`src/rtl/core/gsl_pkg.sv`:
```
// ----------------------------------------------------------------------------
// gsl_pkg: shared types and constants of the gradient slope limiter
// Holds the phi format, the queue entry passed from front to back and the
// state encoding of the back end sequencer.
// ----------------------------------------------------------------------------
package gsl_pkg;

	// Values and tolerance share this format, so the ratio does not depend on it.
	localparam int unsigned FracBits = 16;
	localparam int unsigned PhiFrac = 16;
	localparam int unsigned PhiW = PhiFrac + 1;
	localparam logic [PhiW-1:0] PhiOne = PhiW'(1) << PhiFrac;

	// Magnitude of a difference of two 32-bit values needs 33 bits.
	localparam int unsigned MagW = 33;
	// Ratio y as unsigned Q16.16, saturated at 2^31.
	localparam int unsigned YW = 32;

	localparam logic CfgIdxType = 1'b0;
	localparam logic CfgIdxTol = 1'b1;

	// Classified item: either a ratio to compute or a constant term of one.
	typedef struct packed {
		logic            need_div;
		logic            venkat;
		logic [MagW-1:0] num;
		logic [MagW-1:0] den;
		logic            last;
	} gsl_item_t;

	typedef enum logic [2:0] {
		ST_IDLE,
		ST_DIV1,
		ST_MUL,
		ST_DIV2,
		ST_DONE
	} gsl_state_t;

endpackage

```
`src/rtl/core/gsl_front.sv`:
```
// ----------------------------------------------------------------------------
// gsl_front: run capture and classification
// Holds the cell data of the current run, forms d and decides whether the
// item needs a ratio; hands a registered entry to the queue.
// ----------------------------------------------------------------------------
module gsl_front (
	input  logic                     clk,
	input  logic                     arst_n,
	input  logic                     in_valid,
	output logic                     in_ready,
	input  logic signed [31:0]       quad_value,
	input  logic signed [31:0]       cell_value,
	input  logic signed [31:0]       cell_min,
	input  logic signed [31:0]       cell_max,
	input  logic                     last,
	input  logic                     venkat_sel,
	input  logic [15:0]              tolerance,
	output logic                     item_valid,
	input  logic                     item_ready,
	output gsl_pkg::gsl_item_t       item
);
	import gsl_pkg::*;

	logic                run_start_q;
	logic signed [31:0]  cell_q, min_q, max_q;
	logic signed [31:0]  c, mn, mx;
	logic signed [32:0]  d, nmax, nmin, tol;
	logic                valid_q;
	gsl_item_t           item_q, nxt;
	logic                acc;

	assign in_ready = !valid_q || item_ready;
	assign acc = in_valid && in_ready;

	always_comb begin
		c  = run_start_q ? cell_value : cell_q;
		mn = run_start_q ? cell_min : min_q;
		mx = run_start_q ? cell_max : max_q;
		d    = 33'(quad_value) - 33'(c);
		nmax = 33'(mx) - 33'(c);
		nmin = 33'(mn) - 33'(c);
		tol  = 33'($signed({1'b0, tolerance}));
		nxt.venkat = venkat_sel;
		nxt.last = last;
		nxt.need_div = 1'b0;
		nxt.num = '0;
		nxt.den = '0;
		if (d > tol) begin
			nxt.den = d;
			// negative or zero numerator gives ratio zero
			nxt.need_div = 1'b1;
			nxt.num = (nmax > 0) ? nmax : '0;
		end else if (d < -tol) begin
			nxt.den = -d;
			nxt.need_div = 1'b1;
			nxt.num = (nmin < 0) ? -nmin : '0;
		end
	end

	always_ff @(posedge clk or negedge arst_n) begin
		if (!arst_n) begin
			run_start_q <= 1'b1;
			valid_q <= 1'b0;
			cell_q <= '0;
			min_q <= '0;
			max_q <= '0;
		end else begin
			if (acc) begin
				cell_q <= c;
				min_q <= mn;
				max_q <= mx;
				run_start_q <= last;
				valid_q <= 1'b1;
			end else if (item_ready) begin
				valid_q <= 1'b0;
			end
		end
	end

	always_ff @(posedge clk) begin
		if (acc) item_q <= nxt;
	end

	assign item_valid = valid_q;
	assign item = item_q;

endmodule

```
`src/rtl/core/gsl_fifo.sv`:
```
// ----------------------------------------------------------------------------
// gsl_fifo: short queue between front and back
// Two-entry register queue carrying classified items.
// ----------------------------------------------------------------------------
module gsl_fifo (
	input  logic                clk,
	input  logic                arst_n,
	input  logic                wr_valid,
	output logic                wr_ready,
	input  gsl_pkg::gsl_item_t  wr_item,
	output logic                rd_valid,
	input  logic                rd_ready,
	output gsl_pkg::gsl_item_t  rd_item
);
	import gsl_pkg::*;

	gsl_item_t  mem_q [2];
	logic       wp_q, rp_q;
	logic [1:0] cnt_q;
	logic       wr, rd;

	assign wr_ready = cnt_q != 2'd2;
	assign rd_valid = cnt_q != 2'd0;
	assign wr = wr_valid && wr_ready;
	assign rd = rd_valid && rd_ready;
	assign rd_item = mem_q[rp_q];

	always_ff @(posedge clk or negedge arst_n) begin
		if (!arst_n) begin
			wp_q <= 1'b0;
			rp_q <= 1'b0;
			cnt_q <= '0;
		end else begin
			if (wr) wp_q <= !wp_q;
			if (rd) rp_q <= !rp_q;
			cnt_q <= cnt_q + 2'(wr) - 2'(rd);
		end
	end

	always_ff @(posedge clk) begin
		if (wr) mem_q[wp_q] <= wr_item;
	end

endmodule

```
`src/rtl/core/gsl_div.sv`:
```
// ----------------------------------------------------------------------------
// gsl_div: radix-2 restoring divider
// Unsigned quotient of NW-bit numerator by DW-bit divisor, one bit a cycle.
// ----------------------------------------------------------------------------
module gsl_div #(
	parameter int unsigned NW = 50,
	parameter int unsigned DW = 33
) (
	input  logic          clk,
	input  logic          arst_n,
	input  logic          start,
	input  logic [NW-1:0] num,
	input  logic [DW-1:0] den,
	output logic          done,
	output logic [NW-1:0] quo
);
	localparam int unsigned CW = $clog2(NW + 1);

	logic [NW-1:0] q_q;
	logic [DW:0]   r_q;
	logic [DW-1:0] d_q;
	logic [CW-1:0] cnt_q;
	logic          busy_q;
	logic [DW:0]   trial;
	logic [DW:0]   diff;

	assign trial = {r_q[DW-1:0], q_q[NW-1]};
	assign diff = trial - {1'b0, d_q};

	always_ff @(posedge clk or negedge arst_n) begin
		if (!arst_n) begin
			busy_q <= 1'b0;
			cnt_q <= '0;
			done <= 1'b0;
		end else begin
			done <= 1'b0;
			if (start) begin
				busy_q <= 1'b1;
				cnt_q <= CW'(NW);
			end else if (busy_q) begin
				cnt_q <= cnt_q - 1'b1;
				if (cnt_q == CW'(1)) begin
					busy_q <= 1'b0;
					done <= 1'b1;
				end
			end
		end
	end

	always_ff @(posedge clk) begin
		if (start) begin
			q_q <= num;
			r_q <= '0;
			d_q <= den;
		end else if (busy_q) begin
			if (!diff[DW]) begin
				r_q <= diff;
				q_q <= {q_q[NW-2:0], 1'b1};
			end else begin
				r_q <= trial;
				q_q <= {q_q[NW-2:0], 1'b0};
			end
		end
	end

	assign quo = q_q;

endmodule

```
`src/rtl/core/gsl_back.sv`:
```
// ----------------------------------------------------------------------------
// gsl_back: term evaluation and running minimum
// Sequences the shared divider for y and the Venkatakrishnan quotient,
// keeps the running minimum and presents phi in an output register.
// ----------------------------------------------------------------------------
module gsl_back (
	input  logic                              clk,
	input  logic                              arst_n,
	input  logic                              item_valid,
	output logic                              item_ready,
	input  gsl_pkg::gsl_item_t                item,
	output logic                              out_valid,
	input  logic                              out_ready,
	output logic [gsl_pkg::PhiW-1:0]          phi
);
	import gsl_pkg::*;

	localparam int unsigned DivNW = 51;
	localparam int unsigned DivDW = 50;
	localparam logic [YW-1:0] YMax = YW'(1) << 31;
	localparam logic [YW-1:0] YTwo = YW'(2) << PhiFrac;

	gsl_state_t     st_q, st_d;
	gsl_item_t      cur_q;
	logic [YW-1:0]  y_q;
	logic [63:0]    ysq_q;
	logic [PhiW-1:0] run_q, term;
	logic           take, fin, load_out;
	logic           dv_start, dv_start_q, dv_done;
	logic [DivNW-1:0] dv_num, dv_quo;
	logic [DivDW-1:0] dv_den;
	logic [DivNW-1:0] yq;
	logic [YW-1:0]  ysat;
	logic [51:0]    nsum, dsum;
	logic           ovalid_q;
	logic [PhiW-1:0] phi_q;
	logic [PhiW-1:0] newmin;

	assign item_ready = (st_q == ST_IDLE);
	assign take = item_valid && item_ready;

	assign yq = dv_quo;
	assign ysat = (yq > DivNW'(YMax)) ? YMax : yq[YW-1:0];
	assign nsum = 52'(ysq_q) + (52'(y_q) << (PhiFrac + 1));
	assign dsum = 52'(ysq_q) + (52'(y_q) << PhiFrac) + (52'(2) << (2 * PhiFrac));

	always_comb begin
		st_d = st_q;
		dv_start = 1'b0;
		dv_num = '0;
		dv_den = '0;
		fin = 1'b0;
		term = PhiOne;
		unique case (st_q)
			ST_IDLE: if (take) st_d = ST_DIV1;
			ST_DIV1: begin
				if (!cur_q.need_div) begin
					fin = 1'b1;
				end else if (!dv_start_q) begin
					dv_start = 1'b1;
					dv_num = DivNW'(cur_q.num) << PhiFrac;
					dv_den = DivDW'(cur_q.den);
				end else if (dv_done) begin
					st_d = ST_MUL;
				end
			end
			ST_MUL: begin
				if (!cur_q.venkat) begin
					term = (y_q > YW'(PhiOne)) ? PhiOne : y_q[PhiW-1:0];
					fin = 1'b1;
				end else if (y_q >= YTwo) begin
					fin = 1'b1;
				end else begin
					// y < 2 keeps nsum below 2^35, so the shifted numerator fits 51 bits
					dv_start = 1'b1;
					dv_num = DivNW'(nsum[34:0]) << PhiFrac;
					dv_den = DivDW'(dsum);
					st_d = ST_DIV2;
				end
			end
			ST_DIV2: if (dv_done) begin
				term = (yq > DivNW'(PhiOne)) ? PhiOne : yq[PhiW-1:0];
				fin = 1'b1;
			end
			ST_DONE: if (!ovalid_q) st_d = ST_IDLE;
			default: st_d = ST_IDLE;
		endcase
		if (fin) st_d = (cur_q.last && ovalid_q && !out_ready) ? ST_DONE : ST_IDLE;
	end

	assign newmin = (term < run_q) ? term : run_q;
	// load the output register on a finished last item or from the wait state
	assign load_out = (fin && cur_q.last && !(ovalid_q && !out_ready)) ||
		(st_q == ST_DONE && !ovalid_q);

	always_ff @(posedge clk or negedge arst_n) begin
		if (!arst_n) begin
			st_q <= ST_IDLE;
			run_q <= PhiOne;
			ovalid_q <= 1'b0;
			dv_start_q <= 1'b0;
		end else begin
			st_q <= st_d;
			dv_start_q <= (st_q == ST_DIV1) && (dv_start || dv_start_q) && !dv_done;
			if (load_out) ovalid_q <= 1'b1;
			else if (out_ready) ovalid_q <= 1'b0;
			if (load_out) run_q <= PhiOne;
			else if (fin) run_q <= newmin;
		end
	end

	always_ff @(posedge clk) begin
		if (take) cur_q <= item;
		if (st_q == ST_DIV1 && dv_done) begin
			y_q <= ysat;
			ysq_q <= 64'(ysat) * 64'(ysat);
		end
		if (load_out) phi_q <= (st_q == ST_DONE) ? run_q : newmin;
	end

	gsl_div #(.NW(DivNW), .DW(DivDW)) u_div (
		.clk(clk), .arst_n(arst_n), .start(dv_start),
		.num(dv_num), .den(dv_den), .done(dv_done), .quo(dv_quo)
	);

	assign out_valid = ovalid_q;
	assign phi = phi_q;

endmodule

```
`src/rtl/core/gradient_slope_limiter.sv`:
```
// ----------------------------------------------------------------------------
// gradient_slope_limiter: per-cell Barth-Jespersen / Venkatakrishnan limiter
// Streams quadrature values of a cell run and returns phi on the last one.
// ----------------------------------------------------------------------------
// Usage:
//   in channel (in_valid/in_ready): one quadrature value per transfer; the
//   first transfer of a run also carries cell_value, cell_min and cell_max.
//   last marks the run's final transfer, which yields one phi transfer on
//   the out channel (out_valid/out_ready).
//   Config: cfg_we with cfg_index 0 selects the formula, 1 sets tolerance.
//   An item needing a ratio takes one 51-step division on the shared
//   radix-2 divider, and with Venkatakrishnan a second one while y is
//   below two; dead-band items take none. The back end takes one item
//   at a time and so sets the throughput.
//   The front registers and classifies while the back works; a two-entry
//   queue sits between them.
//   Reset clears the run state: phi accumulator at one, next item opens a run.
//   A stalled receiver holds phi; the back end finishes the next last item
//   and waits until the output register is free.
// ----------------------------------------------------------------------------
module gradient_slope_limiter (
	input  logic                          clk,
	input  logic                          arst_n,
	input  logic                          in_valid,
	output logic                          in_ready,
	input  logic signed [31:0]            quad_value,
	input  logic signed [31:0]            cell_value,
	input  logic signed [31:0]            cell_min,
	input  logic signed [31:0]            cell_max,
	input  logic                          last,
	output logic                          out_valid,
	input  logic                          out_ready,
	output logic [gsl_pkg::PhiW-1:0]      phi,
	input  logic                          cfg_we,
	input  logic                          cfg_index,
	input  logic [15:0]                   cfg_wdata
);
	import gsl_pkg::*;

	logic        type_q;
	logic [15:0] tol_q;

	always_ff @(posedge clk or negedge arst_n) begin
		if (!arst_n) begin
			type_q <= 1'b0;
			tol_q <= 16'd1;
		end else if (cfg_we) begin
			unique case (cfg_index)
				CfgIdxType: type_q <= cfg_wdata[0];
				CfgIdxTol:  tol_q <= cfg_wdata;
				default: ;
			endcase
		end
	end

	logic      fv, fr, qv, qr;
	gsl_item_t fi, qi;

	gsl_front u_front (
		.clk(clk), .arst_n(arst_n), .in_valid(in_valid), .in_ready(in_ready),
		.quad_value(quad_value), .cell_value(cell_value), .cell_min(cell_min),
		.cell_max(cell_max), .last(last), .venkat_sel(type_q),
		.tolerance(tol_q), .item_valid(fv), .item_ready(fr), .item(fi)
	);

	gsl_fifo u_fifo (
		.clk(clk), .arst_n(arst_n), .wr_valid(fv), .wr_ready(fr),
		.wr_item(fi), .rd_valid(qv), .rd_ready(qr), .rd_item(qi)
	);

	gsl_back u_back (
		.clk(clk), .arst_n(arst_n), .item_valid(qv), .item_ready(qr),
		.item(qi), .out_valid(out_valid), .out_ready(out_ready), .phi(phi)
	);

endmodule

```
`config.mk`:
```
export PLATFORM = sky130hd
export DESIGN_NAME = gradient_slope_limiter
export DESIGN_NICKNAME = d
export VERILOG_FILES = /design/src/rtl/core/gsl_pkg.sv /design/src/rtl/core/gsl_front.sv /design/src/rtl/core/gsl_fifo.sv /design/src/rtl/core/gsl_div.sv /design/src/rtl/core/gsl_back.sv /design/src/rtl/core/gradient_slope_limiter.sv
export SDC_FILE = /design/constraint.sdc
export NUM_CORES = 2
export LEC_CHECK = 0
export BUFFER_PORTS_ARGS = -buffer_cell sky130_fd_sc_hd__buf_4
export CAP_MARGIN = 20
export CORE_UTILIZATION = 55
export CTS_CLUSTER_SIZE = 40
export DETAILED_ROUTE_END_ITERATION = 8
export PLACE_DENSITY = 0.73
export SYNTH_ARGS = -nofsm -noshare
export SYNTH_HDL_FRONTEND = slang
export SYNTH_SLANG_ARGS = --single-unit
```
`constraint.sdc`:
```
create_clock -name clk -period 17.01 [get_ports clk]
set_input_delay 3.402 -clock clk [delete_from_list [all_inputs] [get_ports clk]]
set_output_delay 3.402 -clock clk [all_outputs]
set_load 0.02 [all_outputs]
```
==> run_results.csv <==
group,metric,value,unit
yosys,synth_top_family_by_area,"adder cells",
global_routing,grt_pass1_vias,46691,
route,dr.pass1.iters,6,
route,wl_per_cell,21.26,um
setup_path,crit_path_start_kind,"flop",
floorplanning,coreArea,116000,sq um
yosys,synth.top_cell.area_share,22.61,%
setup_path,required,17.39,ns
floorplanning,dieHeight,344.1,um
clock_network,clk_pin_slew,0.06,ns
floorplanning,start_util,55.46,%
placed_design,dp_hpwl,133.2,mm
global_routing,track_usage,29.29,%
setup_path,critical_path_class,"reg2reg",
clock_network,cts_tree,"yes",
clock_network,clock-sinks,673,
yosys,synth-xor-area-share,4.121,%
route,drt_iter0_drc,3866,
yosys,ys_seq_elements,673,
power,p_leak,33.03,nW
route,route.detailed.drc,0,
yosys,avgSynthCellArea,10.28,sq um
layout,layout.nets,7769,
setup_path,critPathMaxFanout,29,
placed_design,place_congestion,0.9850,
yosys,yosys-top-cells-count,"inv_1 (1,059), fa_1 (727), ha_1 (513), nand2_1 (495), edfxtp_1 (474)",
hold_path,hold_path.class,"reg2reg",
setup_path,critPathCaptureType,"flop",
timing,hold_ws,0.4390,ns
clock_network,clockRootBuffer,"clkbuf_16",
yosys,synthAdderAreaFrac,32.59,%
timing,fin_worst_skew,0.04527,ns
timing,hold_viol,0,
yosys,synthFlopType,"edfxtp_1",
route,drtAntennaViolNets,0,
layout,drive_gt1_share,10.04,%
floorplanning,ioPinCount,170,
timing,timing.fmax,0.08673,GHz
setup_path,arrival,11.92,ns
run_status,status,"finished clean",
setup_path,crit_slowest_cell,"edfxtp_1",
global_routing,grt_max_degree,100,
yosys,synth_area_leaders,"fa_1 (23%), edfxtp_1 (22%), ha_1 (10%)",
yosys,seq_area_frac_synth,29.47,%
setup_path,cp_slowest_stage_delay,0.77,ns
route,wl,169.2,mm
yosys,synth_mux_area_share,4.596,%
clock_network,cts_setup_buffers,0,
timing,slew_viol_final,0,
route,viasPerCell,5.756,
placed_design,port_buffers,169,
yosys,synth_top_area_cell,"fa_1",
clock_network,clk_path_buf_depth,3,
timing,final.period_utilization,67.78,%
timing,tightest_slew,1.032,ns
yosys,syn_area,64360,sq um
clock_network,worstSkewPairLatency,0.66,ns
power,peakVddDrop,0.1537,mV
timing,layout_min_cycle_time,11.53,ns
layout,area_growth,8.602,%
floorplanning,num_rows,125,
clock_network,cts_resized,0,
timing,tns,0,ns
layout,multiInputGateArea,40670,sq um
yosys,ys_warn_count,0,
global_routing,grt_overflow_total,0,
yosys,yosys.area_share.simple,11.09,%
timing,slew_headroom,30.69,%
global_routing,grt_pass1_wl,265.4,mm
floorplanning,die_w,344.1,um
yosys,async_flop_share,22.14,%
layout,fill_cells,9631,
timing,setup_viol,0,
setup_path,crit_family,"adder cells",
setup_path,critPathBufInv,5,
job,maxCapViolations,0,
setup_path,crit_top_cell,"fa_1",
yosys,synthesis.instances,6260,
power,power_density,141.9,nW/um^2
yosys,synth.distinct_cells,101,
clock_network,numCtsBuffers,71,
yosys,synth-compound-area-share,10.52,%
global_routing,antenna_found_initial,2,
clock_network,cts_hold_buf,0,
yosys,synth.most_common_cell,"inv_1",
yosys,synth_edf_count,474,
layout,seq_area,18970,sq um
floorplanning,die_area,118400,sq um
timing,rsz0062_at_grt,"no",
route,vias,45824,
clock_network,htreeDepth,3,
==> power by group <==
group          internal, mW  leakage, nW  switching, mW
clock                 0.967         1.20          0.700
combinational          2.06         25.1           3.11
sequential             2.64         6.71          0.443
total                  5.67         33.0           4.25
==> final cells by class <==
type,count,area share (%)
clock inverters,42,0.8735
multi-input cells,4324,58.19
inverters,1061,5.707
well taps,1524,2.728
flip-flops and latches,673,27.14
diodes,1,0.003580
clock buffers,89,2.681
repair buffers,247,2.676
==> cells by family after synthesis <==
logic type,count (synthesis)
AOI/OAI and AO/OA,1036
xor gates and xnor gates,302
adders and majority gates,1240
buffers and inverters,1292
DFF,673
muxes,269
other,2
and+or+nand+nor,1446
==> path summary, 6_finish.rpt <==
check | start | slack, ns | to | cells past startpoint
max reg2reg | u_back.u_div.quo[6] | 5.48 | u_back.ysq_q[48] | 34
min | u_front.item[11] | 0.44 | u_fifo.mem_q[1][11] | 0
max in group asynchronous | arst_n | 12.70 | tol_q[2] | 2
max | u_back.u_div.quo[6] | 5.48 | u_back.ysq_q[48] | 34
min reg2reg | u_front.item[11] | 0.44 | u_fifo.mem_q[1][11] | 0
min in group asynchronous | arst_n | 2.79 | u_front.min_q[11] | 1
==> per-layer routing <==
metal / global-route usage (%) / routed length [um] / part of all wire, % / up-vias
li1: - / - / - / 21065
met1: 39.84 / 70430 / 42 / 22682
met2: 46.66 / 77850 / 46 / 1684
met3: 3.715 / 11420 / 6.7 / 391
met4: 14.12 / 9521 / 5.6 / 2
met5: 0 / 17 / 0.010 / -
==> flip-flops by register name, summed over array words and instances, names as in the netlist, 2 cells and up <==
signal	count
u_back.run_q	17
u_back.phi	17
u_back.cur_q	69
u_front.cell_q	32
u_back.u_div.d_q	50
u_back.y_q	31
u_back.u_div.quo	51
u_back.ysq_q	49
u_back.u_div.r_q	50
u_front.max_q	32
u_fifo.cnt_q	2
u_fifo.mem_q	138
u_back.u_div.cnt_q	6
u_front.item	69
tol_q	16
u_back.st_q	3
u_front.min_q	32
==> metrics by stage <==
| stage | util [%] | worst slack, ns | std cells | power (mW) | cell area [sq um] |
|---|---|---|---|---|---|
| after global placement | 58.06 | 5.965 | 7827 | 8.033 | 67380 |
| after detailed placement | 58.06 | 5.718 | 7827 | 8.180 | 67380 |
| final | 60.23 | 5.480 | 7961 | 9.918 | 69900 |
| after CTS | 60.21 | 5.664 | 7958 | 9.881 | 69870 |
| after global routing | 60.23 | 4.898 | 7960 | 10.57 | 69900 |
| after floorplan | - | 7.464 | 6289 | 6.777 | 64470 |
==> cells in the final DEF (no fill, tap or decap), drive strengths merged, types with 27 or more instances in the layout <==
master / netlist / routed
dfxtp: 50 / 50
dfrtp: 146 / 146
a22o: 50 / 50
nor3: 66 / 66
nand3: 69 / 69
nand2b: 47 / 47
xor2: 124 / 124
o21ai: 217 / 217
a22oi: 33 / 33
fa: 727 / 727
and2: 232 / 232
nor2: 257 / 257
nand4: 28 / 28
buf: 44 / 247
o22ai: 34 / 34
xnor2: 178 / 178
inv: 1060 / 1067
mux2: 212 / 212
o21bai: 33 / 33
a211oi: 60 / 60
nor4: 47 / 47
nor2b: 55 / 55
mux2i: 57 / 57
ha: 513 / 513
nand2: 496 / 496
edfxtp: 474 / 474
and3: 79 / 79
a21oi: 280 / 280
a31oi: 27 / 27
clkbuf: 187 / 89
a21o: 119 / 119
conb: 2 / 31
o21a: 38 / 38
Power figures use the tool's default switching activity.
